**src/hw/rtl/sbot_pkg.sv**
```systemverilog
// shared constants and controller/datapath types for the sparse block offset translator
`default_nettype none
package sbot_pkg;

  localparam int MAP_DEPTH    = 32768;
  localparam int HEADER_BYTES = 32768;
  localparam int MAX_SEGMENTS = 64;

  localparam int MAP_AW   = $clog2(MAP_DEPTH);
  localparam int PTR_W    = MAP_AW + 1;
  localparam int IDX_W    = 16;
  localparam int ENTRY_W  = IDX_W + 1;
  localparam int SEG_W    = $clog2(MAX_SEGMENTS + 1);

  localparam int BYTE_W   = 8;
  localparam int IN_OFF_W = 40;
  localparam int CNT_W    = 40;
  localparam int OFF_W    = 41;
  localparam int BS_W     = 25;
  localparam int DIV_CW   = $clog2(OFF_W);

  localparam logic [BS_W-1:0] BS_RESET = BS_W'(2097152);
  localparam logic [BS_W-1:0] BS_MAX   = BS_W'(16777216);

  localparam logic OP_LOAD      = 1'b0;
  localparam logic OP_TRANSLATE = 1'b1;

  typedef struct packed {
    logic load;
    logic accept;
    logic div_step;
    logic seg_read;
    logic seg_mul;
    logic seg_emit;
  } sbot_cmd_t;

  typedef struct packed {
    logic req_empty;
    logic div_last;
    logic seg_final;
  } sbot_status_t;

endpackage
`default_nettype wire

```
**src/hw/rtl/sbot_ctrl.sv**
```systemverilog
// controller state machine sequencing load, division and segment output
`default_nettype none
module sbot_ctrl (
  input  wire logic                  clk,
  input  wire logic                  rst,
  input  wire logic                  start,
  input  wire logic                  operation,
  input  wire sbot_pkg::sbot_status_t status,
  output sbot_pkg::sbot_cmd_t        cmd,
  output logic                       busy
);
  import sbot_pkg::*;

  localparam logic [2:0] ST_IDLE = 3'd0;
  localparam logic [2:0] ST_DIV  = 3'd1;
  localparam logic [2:0] ST_READ = 3'd2;
  localparam logic [2:0] ST_MUL  = 3'd3;
  localparam logic [2:0] ST_OUT  = 3'd4;

  logic [2:0] state;
  logic [2:0] state_next;

  always_ff @(posedge clk) begin
    if (rst) begin
      state <= ST_IDLE;
    end else begin
      state <= state_next;
    end
  end

  always_comb begin
    state_next = state;
    cmd        = '0;
    unique case (state)
      ST_IDLE: begin
        if (start) begin
          if (operation == OP_LOAD) begin
            cmd.load = 1'b1;
          end else begin
            cmd.accept = 1'b1;
            if (!status.req_empty) begin
              state_next = ST_DIV;
            end
          end
        end
      end
      ST_DIV: begin
        cmd.div_step = 1'b1;
        if (status.div_last) begin
          state_next = ST_READ;
        end
      end
      ST_READ: begin
        cmd.seg_read = 1'b1;
        state_next   = ST_MUL;
      end
      ST_MUL: begin
        cmd.seg_mul = 1'b1;
        state_next  = ST_OUT;
      end
      ST_OUT: begin
        cmd.seg_emit = 1'b1;
        state_next   = status.seg_final ? ST_IDLE : ST_READ;
      end
      default: begin
        state_next = ST_IDLE;
      end
    endcase
  end

  assign busy = (state != ST_IDLE);

endmodule
`default_nettype wire

```
**config.mk**
```make
export PLATFORM = sky130hd
export DESIGN_NAME = sbot_ctrl
export DESIGN_NICKNAME = d
export VERILOG_FILES = /design/src/hw/rtl/sbot_pkg.sv /design/src/hw/rtl/sbot_ctrl.sv
export SDC_FILE = /design/constraint.sdc
export NUM_CORES = 1
export LEC_CHECK = 0
export BUFFER_PORTS_ARGS = -buffer_cell sky130_fd_sc_hd__buf_2
export CORE_AREA = 2 2 39 41
export CTS_CLUSTER_SIZE = 10
export DETAILED_ROUTE_END_ITERATION = 8
export DIE_AREA = 0 0 41 43
export PLACE_DENSITY = 0.41
export SLEW_MARGIN = 20
export SYNTH_ARGS = -nofsm -noshare
export SYNTH_HDL_FRONTEND = slang
export SYNTH_SLANG_ARGS = --single-unit
```
**constraint.sdc**
```tcl
create_clock -name clk -period 2.4 [get_ports clk]
set_input_delay 0.24 -clock clk [delete_from_list [all_inputs] [get_ports clk]]
set_output_delay 0.24 -clock clk [all_outputs]
set_load 0.05 [all_outputs]
```
== Yosys cells after proc, flatten, opt, wreduce, memory -nomap -nowiden ==
Cells that the tools add are included.

* Register bits after elaboration: 3
* Input bits: 7
* Output and inout port bits: 7
* Word-level logic and storage cells: 26

* Eq/ne operators: 8
* Multiplexer cells: 14
* Reductions and logical operators: 3

{| class="wikitable"
|+ Operators by type and width
! kind !! number
|-
| $pmux 3 s5 || 1
|-
| $mux 3 || 4
|-
| $ne 2x2->1 const B || 4
|-
| $eq 3x2->1 const B || 2
|-
| $mux 1 || 6
|-
| $mux 2 || 3
|-
| $reduce_and 4->1 || 1
|-
| $eq 3x1->1 const B || 1
|-
| $eq 3x3->1 const B || 1
|-
| $logic_not 3->1 || 1
|-
| $reduce_bool 3->1 || 1
|}

== Longest topological paths before layout ==
Gate-level depths: netlist of run 1.

* Depth after elaboration: 4
* Mapped depth: 5
* Mapped depth without buffers: 4

== Worst setup path before layout of run 1 ==
No wires, ideal clock.

* Kind: reg2out
* From: register state[1]
* To: output cmd[2] (netlist name)
* Arrival time: 1.557 ns
* Required time: 2.160 ns
* Setup slack: 0.603 ns
* Stages on the path, launching flop included: 4
* Buffers on the path: 1
* Cell sequence: dfxtp_1 buf_6 inv_1 nor3_1

{| class="wikitable"
|+ RTL lines
! element !! RTL line !! text
|-
| start, declared || sbot_ctrl.sv:20 || <nowiki>logic [2:0] state;</nowiki>
|-
| start signal, assigned || sbot_ctrl.sv:27 || <nowiki>state <= state_next;</nowiki>
|-
| end, declared || sbot_ctrl.sv:9 || <nowiki>output sbot_pkg::sbot_cmd_t cmd,</nowiki>
|}

==> results of run 1 <==
synthesized netlist by cell type:
cell	instances
a2bb2oi_1	1
a31oi_4	1
and3_1	1
buf_4	1
buf_6	1
dfxtp_1	3
inv_1	3
inv_2	1
nand2_1	1
nand2b_1	1
nor2_1	3
nor3_1	3
nor3_2	1
nor3b_2	1
nor4_2	1
nor4b_2	1
o21ai_0	1
xnor2_1	1
worst max-delay path, cell delays in order, from the launching register on:
cell and delay [ps]:
dfxtp_1 360, nor3_2 280, and3_1 180, buf_2 250
power by group through the flow:
stage | clock (mW) | sequential, mW | combinational (mW)
after floorplan | 0 | 0.0544 | 0.0366
after global placement | 0 | 0.0556 | 0.0494
after detailed placement | 0 | 0.0555 | 0.0493
after CTS | 0.0951 | 0.0546 | 0.0495
after global routing | 0.103 | 0.0549 | 0.0527
final | 0.0888 | 0.0545 | 0.0490
layout by cell type, fill, tap and decap left out, drive strengths merged:
master,instances
a2bb2oi,1
a31oi,1
and3,1
buf,13
clkbuf,4
dfxtp,3
inv,4
nand2,1
nand2b,1
nor2,3
nor3,4
nor3b,1
nor4,1
nor4b,1
o21ai,1
xnor2,1
worst paths after layout:
check	slack, ps	end	start
min reg2reg	560	state[0]$_SDFFE_PP0P_	state[2]$_SDFFE_PP0P_
max reg2reg	1320	state[0]$_SDFFE_PP0P_	state[2]$_SDFFE_PP0P_
max	850	cmd[4]	state[2]$_SDFFE_PP0P_
min	220	state[1]$_SDFFE_PP0P_	rst
final cells by class:
type | instances | share of cell area [%]
flip-flops and latches | 3 | 18.6
clock buffers | 4 | 8.14
multi-input cells | 17 | 42.2
well taps | 16 | 6.20
inverters | 4 | 4.65
repair buffers | 13 | 20.2
routing by layer:
layer / part of all wire [%] / up-vias
met5: 0 / -
met2: 41 / 13
met3: 12 / 0
met1: 46 / 83
li1: - / 117
met4: 0 / 0
through the flow:
| step | setup WS, ps | std cells | hold slack, ps | cell area, um2 | total power [mW] |
|---|---|---|---|---|---|
| detailed placement | 1090 | 53 | 464 | 297 | 0.105 |
| finish | 852 | 57 | 221 | 323 | 0.192 |
| CTS | 830 | 57 | 210 | 323 | 0.199 |
| global placement | 1090 | 53 | 468 | 297 | 0.105 |
| floorplan | 603 | 26 | 311 | 230 | 0.0910 |
| global route | 756 | 57 | 217 | 323 | 0.211 |
logic make-up (layout without fill, tap and decap cells):
| logic type | after synthesis | in the layout | share of synthesized area, % |
|---|---|---|---|
| AO/OA/AOI/OAI | 3 | 3 | 15.2 |
| XOR/XNOR | 1 | 1 | 3.81 |
| buffers and inverters | 6 | 21 | 14.7 |
| flip-flops | 3 | 3 | 26.1 |
| AND/OR/NAND/NOR | 13 | 13 | 40.2 |
==> results.toml, run 1 <==
[die]
die_width_um = 41
io_pins = 14
initial_utilization_pct = 16.6
core_area_mm2 = 0.00138
fp.dieH_um = 43
die_area_mm2 = 0.00176
rows = 14

[logic_synthesis]
synth_warnings = 0
synthDistinctLibCells = 18
yosysSeqAreaShare_pct = 26.1
synth.area.top_cells = "dfxtp_1 26%, a31oi_4 9.2%, nor3_1 6.5%, nor4b_2 6.5%, nor3b_2 5.4%"
syn_avg_cell_area_um2 = 8.85
synth_largest_area_cell = "dfxtp_1"
synth_area_um2 = 230
synth_top_area_share_pct = 26.1
synth_nets = 33
syn_inst = 26
ys_ff_latch = 3

[grt]
grt_pass1_vias = 199
grt_pass1_wl_um = 786
grt_busiest_layer = "met4"
grt_util_met3_pct = 2.09
grt_usage_pct = 7.43
overflow = 0
antenna_found_initial = 0
met1_usage_pct = 9.65
use_met2_pct = 6.88
grt_max_degree = 8

[clock_network]
cts_resized = 0
cts_tree = "yes"
cts_setup_buffers = 0
numCtsBuffers = 3
clk_latency_ps = 230
clk_pin_slew_ps = 40
htreeDepth = 1
cts_sinks = 3
hold_buffers = 0
ctsLongestPathBuffers = 2
cts_root_buf = "clkbuf_4"

[pwr]
power.density_mw_per_mm2 = 596
p_sw_mw = 0.0627
pwr-share-seq_pct = 28.3
ir_drop_v = 0.000142
p_sw_share_pct = 32.6
pwr-share-comb_pct = 25.5
cell_internal_pwr_mw = 0.130
p_leak_nw = 0.159
clockPowerShare_pct = 46.2

[setup_path]
r2r_cells = 4
cp-start-kind = "flop"
cp_data_arrival_time_ps = 1310
criticalPathCategory = "flop to output pin"
cp_max_fo = 6
end_kind = "output pin"
cp.required_ps = 2160

[placement]
gp_congestion = 0.653
dp_hpwl_um = 388
port_buffers = 13

[final_layout]
seq_area_um2 = 60.1
n_antenna_cell = 0
reg_top3 = "state (3)"
multiInputGateArea_um2 = 136
drive_gt1_share_pct = 53.7
fin_nets = 49
fillers = 156
fin_util_pct = 23.3
top_register = "state"
largest_register_ffs = 3
area_growth_pct = 40.2

[route]
wire_per_inst_um = 8.25
firstDrtPassIters = 1
vias_per_cell = 3.74
remaining_drc_errors = 0
vias = 213
ant_nets = 0
drt-initial-drc-count = 0
wl_um = 470

[timing]
clock-skew-final_ps = 3.04
max_slew_margin_pct = 83.1
drv_slew = 0
finalCritPeriodShare_pct = 64.5
max_freq_mhz = 646
tightestPinTransition_ps = 253
post-route-min-period_ps = 1550
final.setup.tns_ps = 0
hold_violations = 0
finalSetupViolations = 0
rsz0062_at_grt = "no"

[outcome]
status = "finished, final reports clean"

[min_path]
min_path_cells = 2
hold_class = "primary input to flop"

[flow_run]
maxCapViolCount = 0
Note: power is estimated with default switching activity, not from simulation.
==> run 2: changes to the inputs <==
--- a/config.mk
+++ b/config.mk
@@ -5,6 +5,7 @@
 export SDC_FILE = /design/constraint.sdc
 export NUM_CORES = 1
 export LEC_CHECK = 0
+export ABC_AREA = 1
 export BUFFER_PORTS_ARGS = -buffer_cell sky130_fd_sc_hd__buf_2
 export CORE_AREA = 2 2 39 41
 export CTS_CLUSTER_SIZE = 10
==> constraint.sdc (replaced) <==
create_clock -name clk -period 1.35 [get_ports clk]
set_input_delay 0.135 -clock clk [delete_from_list [all_inputs] [get_ports clk]]
set_output_delay 0.135 -clock clk [all_outputs]
set_load 0.05 [all_outputs]
==> results.toml, run 2 <==
[outcome]
status = "finished, final reports clean"

[pwr]
totalPowerFinal_mw = 0.345
ir_drop_v = 0.000235
p_leak_nw = 0.214
power.density_mw_per_mm2 = 972

[grt]
grt_usage_pct = 8.12
overflow = 0
grt_max_degree = 6
grt_pass1_wl_um = 910
antenna_found_initial = 0
grt_pass1_vias = 238

[logic_synthesis]
synth.area.top_cells = "dfxtp_1 28%, inv_1 14%, nand2_1 14%, nor2_1 10%, nand3_1 9.2%"
synth_area_um2 = 216
synthArstFlopShare_pct = 0
syn_avg_cell_area_um2 = 6.01
synth_nets = 43
synthDistinctLibCells = 11
netlist_top_cells_count = "8 x inv_1, 8 x nand2_1, 6 x nor2_1"
synth_top_area_share_pct = 27.7
synth_largest_area_cell = "dfxtp_1"
ys_ff_latch = 3
synth_warnings = 0
syn_inst = 36
yosysSeqAreaShare_pct = 27.7
synth_edf_count = 0
synth_flop_cell = "dfxtp_1"

[final_layout]
fin_nets = 60
reg_top3 = "state (3)"
fillers = 169
top_register = "state"
area_growth_pct = 64.2
layout_common_cells = "10 x buf_2, 7 x nand2_1, 7 x inv_1"
drive_gt1_share_pct = 50.0
largest_register_ffs = 3
instances_no_fill = 68
n_antenna_cell = 0
mostFrequentLayoutCell = "buf_2"

[setup_path]
cp_max_fo = 4
cpPeakStageDelay_ps = 340
cp-start-kind = "flop"
end_kind = "output pin"
cp.required_ps = 1220
r2r_start = "state[1]$_SDFFE_PP0P_"
critPathSlowestCell = "dfxtp_2"
criticalPathCategory = "flop to output pin"
path_cells = "nor2_4 > nand2_4 > nor3b_4 > buf_6"
cp_data_arrival_time_ps = 1170
startpoint = "state[2]$_SDFFE_PP0P_"

[clock_network]
cts_setup_buffers = 0
ctsLongestPathBuffers = 2
cts_tree = "yes"
clk_pin_slew_ps = 40
htreeDepth = 1
cts_sinks = 3
numCtsBuffers = 3
cts_root_buf = "clkbuf_4"
clk_latency_ps = 230

[route]
top_layer = "met3"
ant_nets = 0
wl_um = 512
vias_per_cell = 3.60
wire_per_inst_um = 7.53
vias = 245
remaining_drc_errors = 0
wl_met2_um = 239
firstDrtPassIters = 4
drt-initial-drc-count = 6
m1WireLength_um = 246
wl_met3_um = 27

[die]
initial_utilization_pct = 15.6
fp.dieH_um = 43
core_area_mm2 = 0.00138
die_area_mm2 = 0.00176
die_width_um = 41
io_pins = 14
rows = 14

[timing]
rsz0062_at_grt = "yes"
hold_violations = 0
tightestPinTransition_ps = 250
final.setup.tns_ps = 0
drv_slew = 0
clock-skew-final_ps = 0.974
setup_ws_ps = 49.4
finalSetupViolations = 0
max_freq_mhz = 769
finalCritPeriodShare_pct = 96.3
max_slew_margin_pct = 83.5
holdWs_ps = 70.4
post-route-min-period_ps = 1300

[placement]
placed_cells = 64
gp_congestion = 0.627
port_buffers = 13
pre_cts_slack_ps = 161
dp_hpwl_um = 420

[min_path]
hold_start = "rst"
hold_class = "primary input to flop"

[flow_run]
maxCapViolCount = 0
run 2: changes by cell type after synthesis, sizes merged, moves of 4 or more:
cell	before	now
nor2	3	9
nand2	1	8
inv	4	9
nor3	4	0
nand3	0	4
run 2: where the power goes:
group / leakage (nW) / switching, mW / internal (mW)
registers: 0.0252 / 0.00343 / 0.0922
logic: 0.174 / 0.0637 / 0.0318
clock network: 0.0150 / 0.0438 / 0.111
run 2: repair_timing:
item / 4_1_cts / 5_1_grt
hold endpoints to repair: 0 / 0
hold buffers: 0 / 0
pin swaps: 1 / 2
endpoints found under the setup margin: 1 / 5
gates resized for setup: 2 / 5
run 2: area by class of cell:
cell class / instances / area, um2 / share of cell area [%]
multi-input combinational: 23 / 136 / 38.4
timing repair buffer: 13 / 76.3 / 21.5
sequential: 3 / 62.6 / 17.6
inverter: 9 / 33.8 / 9.51
clock buffer: 4 / 26.3 / 7.39
tap: 16 / 20.0 / 5.63
run 2: logic make-up (layout without fill, tap and decap cells):
group                  Yosys count  after routing  share of synthesized area, %
AO/OA/AOI/OAI                    1              1                          2.89
buffers and inverters           10             26                          19.1
flip-flops                       3              3                          27.7
AND/OR/NAND/NOR                 22             22                          50.3
run 2: stage by stage:
| step | cell area (um2) | util, % |
|---|---|---|
| finish | 355 | 25.7 |
| global route | 355 | 25.7 |
| CTS | 348 | 25.1 |
| detailed placement | 315 | 22.8 |
| global placement | 315 | 22.8 |
| floorplan | 238 | - |
run 2: worst paths after layout:
check	cells after the start	slack [ps]	endpoint
setup / recovery	4	50	cmd[5]
hold / removal	2	70	state[2]$_SDFFE_PP0P_
setup reg to reg	5	470	state[1]$_SDFFE_PP0P_
hold reg to reg	2	510	state[2]$_SDFFE_PP0P_
run 2: layer usage:
| layer | up-vias | GRT usage, % |
|---|---|---|
| li1 | 138 | - |
| met1 | 101 | 9.29 |
| met2 | 6 | 10.6 |
| met3 | 0 | 4.71 |
| met4 | 0 | 6.00 |
| met5 | - | 0 |
run 2: critical path, delay by kind of cell (launching register included):
| family | cells | cell delay (ps) |
|---|---|---|
| buffers and inverters | 1 | 180 |
| DFF | 1 | 340 |
| and+or+nand+nor | 3 | 410 |
